File: src/rtl/max_heap_priority_queue_top_defines.svh
// Shared assertion macros for the heap queue RTL
`ifndef MAX_HEAP_PRIORITY_QUEUE_TOP_DEFINES_SVH
`define MAX_HEAP_PRIORITY_QUEUE_TOP_DEFINES_SVH

// Same-cycle implication, sampled on clk, off during reset
`define HPQ_ASSERT_NOW(lbl, ante, cons, msg) \
    lbl: assert property (@(posedge clk) disable iff (!rst_n) (ante) |-> (cons)) \
        else $error(msg);

// Next-cycle implication, sampled on clk, off during reset
`define HPQ_ASSERT_NEXT(lbl, ante, cons, msg) \
    lbl: assert property (@(posedge clk) disable iff (!rst_n) (ante) |=> (cons)) \
        else $error(msg);

`endif

File: src/rtl/hpq_pkg.sv
package hpq_pkg;

    localparam int VALUE_W  = 32;
    localparam int COUNT_W  = 8;
    localparam int STATUS_W = 2;

    typedef logic signed [VALUE_W-1:0] value_t;

    typedef enum logic
    {
        OP_INSERT = 1'b0,
        OP_REMOVE = 1'b1
    } op_t;

    typedef enum logic [STATUS_W-1:0]
    {
        STATUS_DONE  = 2'd0,
        STATUS_EMPTY = 2'd1,
        STATUS_FULL  = 2'd2
    } status_t;

    typedef enum logic [2:0]
    {
        ST_IDLE,
        ST_LAST,
        ST_UP,
        ST_DOWN,
        ST_PUT,
        ST_DONE
    } state_t;

    // One response as it leaves the controller
    typedef struct packed
    {
        value_t               top_value;
        logic                 top_valid;
        logic [COUNT_W-1:0]   entry_count;
        status_t              status;
    } res_t;

endpackage

File: src/rtl/hpq_mem.sv
module hpq_mem #(
    parameter int AW = 7
) (
    input  logic                clk,
    input  logic                wr_en,
    input  logic [AW-1:0]       wr_addr,
    input  hpq_pkg::value_t     wr_data,
    input  logic [AW-1:0]       rd_addr_a,
    input  logic [AW-1:0]       rd_addr_b,
    output hpq_pkg::value_t     rd_data_a,
    output hpq_pkg::value_t     rd_data_b
);

    localparam int DEPTH = 1 << AW;

    hpq_pkg::value_t store_reg [DEPTH];
    hpq_pkg::value_t rd_data_a_reg;
    hpq_pkg::value_t rd_data_b_reg;

    // One write port, two registered read ports
    always_ff @(posedge clk)
    begin
        if (wr_en)
        begin
            store_reg[wr_addr] <= wr_data;
        end
        rd_data_a_reg <= store_reg[rd_addr_a];
        rd_data_b_reg <= store_reg[rd_addr_b];
    end

    assign rd_data_a = rd_data_a_reg;
    assign rd_data_b = rd_data_b_reg;

endmodule

File: config.mk
export PLATFORM = sky130hd
export DESIGN_NAME = hpq_mem
export DESIGN_NICKNAME = d
export VERILOG_FILES = /design/src/rtl/max_heap_priority_queue_top_defines.svh /design/src/rtl/hpq_pkg.sv /design/src/rtl/hpq_mem.sv
export SDC_FILE = /design/constraint.sdc
export NUM_CORES = 2
export LEC_CHECK = 0
export BUFFER_PORTS_ARGS = -buffer_cell sky130_fd_sc_hd__clkbuf_2
export CORE_MARGIN = 3
export CORE_UTILIZATION = 25
export CTS_BUF_LIST = sky130_fd_sc_hd__clkbuf_16
export DETAILED_ROUTE_END_ITERATION = 12
export GPL_TIMING_DRIVEN = 0
export PLACE_DENSITY_LB_ADDON = 0.15
export RECOVER_POWER = 50
export SYNTH_ARGS = -nofsm -noshare
export SYNTH_HDL_FRONTEND = slang
export SYNTH_SLANG_ARGS = --single-unit
File: constraint.sdc
create_clock -name clk -period 3.6 [get_ports clk]
set_input_delay 0.36 -clock clk [delete_from_list [all_inputs] [get_ports clk]]
set_output_delay 0.36 -clock clk [all_outputs]
set_load 0.03 [all_outputs]
==> reports/metrics.csv <==
metric,value,unit
gp_congestion,0.987,
start_util,25.1,%
fin_nets,8657,
ys_ff_latch,4160,
postSynthAreaPerCell,24.5,sq um
maxCapViolCount,43,
grt_pass1_vias,103321,
grtUsageTotal,20.1,%
io_pins,119,
cts.sinks,4160,
cts_tree,done,
cts-buffers-inserted,468,
area_growth,19.5,%
synthCells,7701,
finalCritPeriodShare,106,%
final.fill_count,72111,
hp-class,input port to flip-flop,
htree_levels,5,
vias_per_cell,5.23,
largest_reg_flops,4096,
finalHoldViolations,0,
worst_slew_pin_slew,3.76,ns
placed_area,208000,sq um
final_cell_area,226000,sq um
crit_family,buffers and inverters,
antenna_found_initial,206,
cp_common_cell,clkbuf_1,
worst-path-buf-inv,3,
core_area,751000,sq um
num_rows,318,
grt-ovfl-total,0,
critPathKind,input port to flip-flop,
crit_chain,"clkbuf_1, nor2b_1, nand3_1, nor2_1, clkbuf_1, buf_12",
dpl.hpwl,585,mm
drt_first_pass_iters,6,
drc,0,
synthesis.nets,7756,
ir_drop,416,uV
max_stage_delay,1.41,ns
slew_viol_final,2261,
die_w,875,microns
cts_buffer_depth,4,
fmax,0.262,GHz
synth_area,189000,sq um
vias,102135,
die-area,766000,sq um
antenna_left,0,
clk_pin_slew,0.06,ns
endpoint_kind,flip-flop,
cp.required,4.33,ns
io_buffers,100,
p_total,114,mW
slew_headroom,-150,%
leakage,67.3,nW
skew,0.0351,ns
fp.dieH,875,microns
violations,"max-capacitance violations, max-slew violations, negative setup slack",
drt_iter0_markers,14036,
finalCriticalPeriod,3.82,ns
drt_wl_total,790,mm
clk_latency,1.06,ns
worstPathMaxFanout,16,
grt_start_max_net_pins,129,
power_density,503,nW/um^2
critical-path-slowest-cell,clkbuf_1,
yosysUniqueCellTypes,17,
crit_arrival,4.55,ns
yosys_warnings,0,
setup_viol,173,
grt_pass1_wl,1020,mm
wl_per_cell,40.5,microns
ys_seq_area_share,65.8,%
start_kind,input port,
status,"finished, violations left",
cts_root_buf,clkbuf_16,
drive_gt1_share,46.9,%
worst_slack,-0.217,ns
reg2reg_slack,0.55,ns
==> stage by stage <==
stage                     hold WS [ns]  utilization [%]  setup slack (ns)  setup TNS (ns)  cells
after floorplan                  0.459                -           0.00134               0   7701
after global placement           0.819             26.8             -5.66               -  17721
after detailed placement         0.600             27.7             -1.90         -321.81  17989
after CTS                      0.00252             29.9          0.000604               0  18880
after global routing             0.182             30.0            -0.112           -1.31  19421
final                            0.212             30.0            -0.217           -9.44  19514
==> layout make-up <==
type	instances	area, sq um	share of cell area, %
Antenna cell	604	1510	0.670
Buffer	618	3140	1.39
Clock buffer	485	12100	5.38
Clock inverter	373	2940	1.30
Multi-Input combinational cell	2922	62900	27.9
Sequential cell	4160	124000	55.1
Tap cell	9920	12400	5.50
Timing Repair Buffer	432	6350	2.81
==> layout by cell type (no fill, tap or decap), types with 10 or more instances in the layout <==
cell / count
buf_4: 66
nand2_1: 14
buf_2: 110
dlygate4sd3_1: 34
clkbuf_1: 294
bufinv_16: 44
clkbuf_16: 485
buf_16: 57
nand3_1: 12
buf_1: 39
edfxtp_1: 4096
mux2_2: 64
clkinvlp_4: 10
clkinv_2: 91
dfxtp_1: 64
diode_2: 604
inv_6: 12
nor2_4: 114
clkdlybuf4s15_2: 41
clkbuf_2: 186
buf_6: 39
buf_12: 161
inv_1: 92
mux4_2: 2688
clkinv_1: 103
==> per-layer routing <==
layer / track usage (%) / vias up / share of wire [%]
met2: 32.5 / 5178 / 48
met3: 5.62 / 996 / 8.8
met5: 0 / - / 0.057
met1: 25.7 / 57980 / 39
met4: 7.77 / 66 / 4.0
li1: - / 37915 / -
==> cells in the mapped netlist <==
cell	n	share of area, %
buf_2	103	0.27
nand2_1	14	0.028
buf_6	2	0.012
nand4_1	3	0.0099
nor3_1	9	0.024
nand2b_1	2	0.0066
mux4_2	2688	32
clkbuf_1	365	0.73
nor2b_1	7	0.023
edfxtp_1	4096	65
nor2_1	122	0.24
nand3_1	12	0.032
dfxtp_1	64	0.68
buf_1	132	0.26
mux2_2	64	0.38
or3_1	1	0.0033
buf_4	17	0.068
==> path summary, 6_finish.rpt <==
path,startpoint,end,cells after the start
worst max register to register,store_reg[61][16],rd_data_b[16],4
worst min-delay path,wr_data[28],store_reg[85][28],2
worst min register to register,store_reg[72][15],rd_data_a[15],4
worst max-delay path,wr_addr[3],store_reg[72][16],6
==> report_power, final <==
group	internal, mW	switching, mW	total [mW]
registers	53.6	0.125	53.7
clock network	27.3	20.7	48.0
logic	4.01	7.84	11.8
==> logic make-up after synthesis <==
family	synth area share, %
buffers and inverters	1.34
DFF	65.8
muxes	32.5
and+or+nand+nor	0.369
==> timing repair <==
action                                  CTS  global route
endpoints found under the hold margin  1872             0
pin swaps                                 0             9
gates cloned                              0             0
gates resized for setup                 165            49
hold buffers                             34             0
buffers inserted                          0            30
setup endpoints to repair                64           384
No activity file was read; power rests on OpenSTA's default activity.
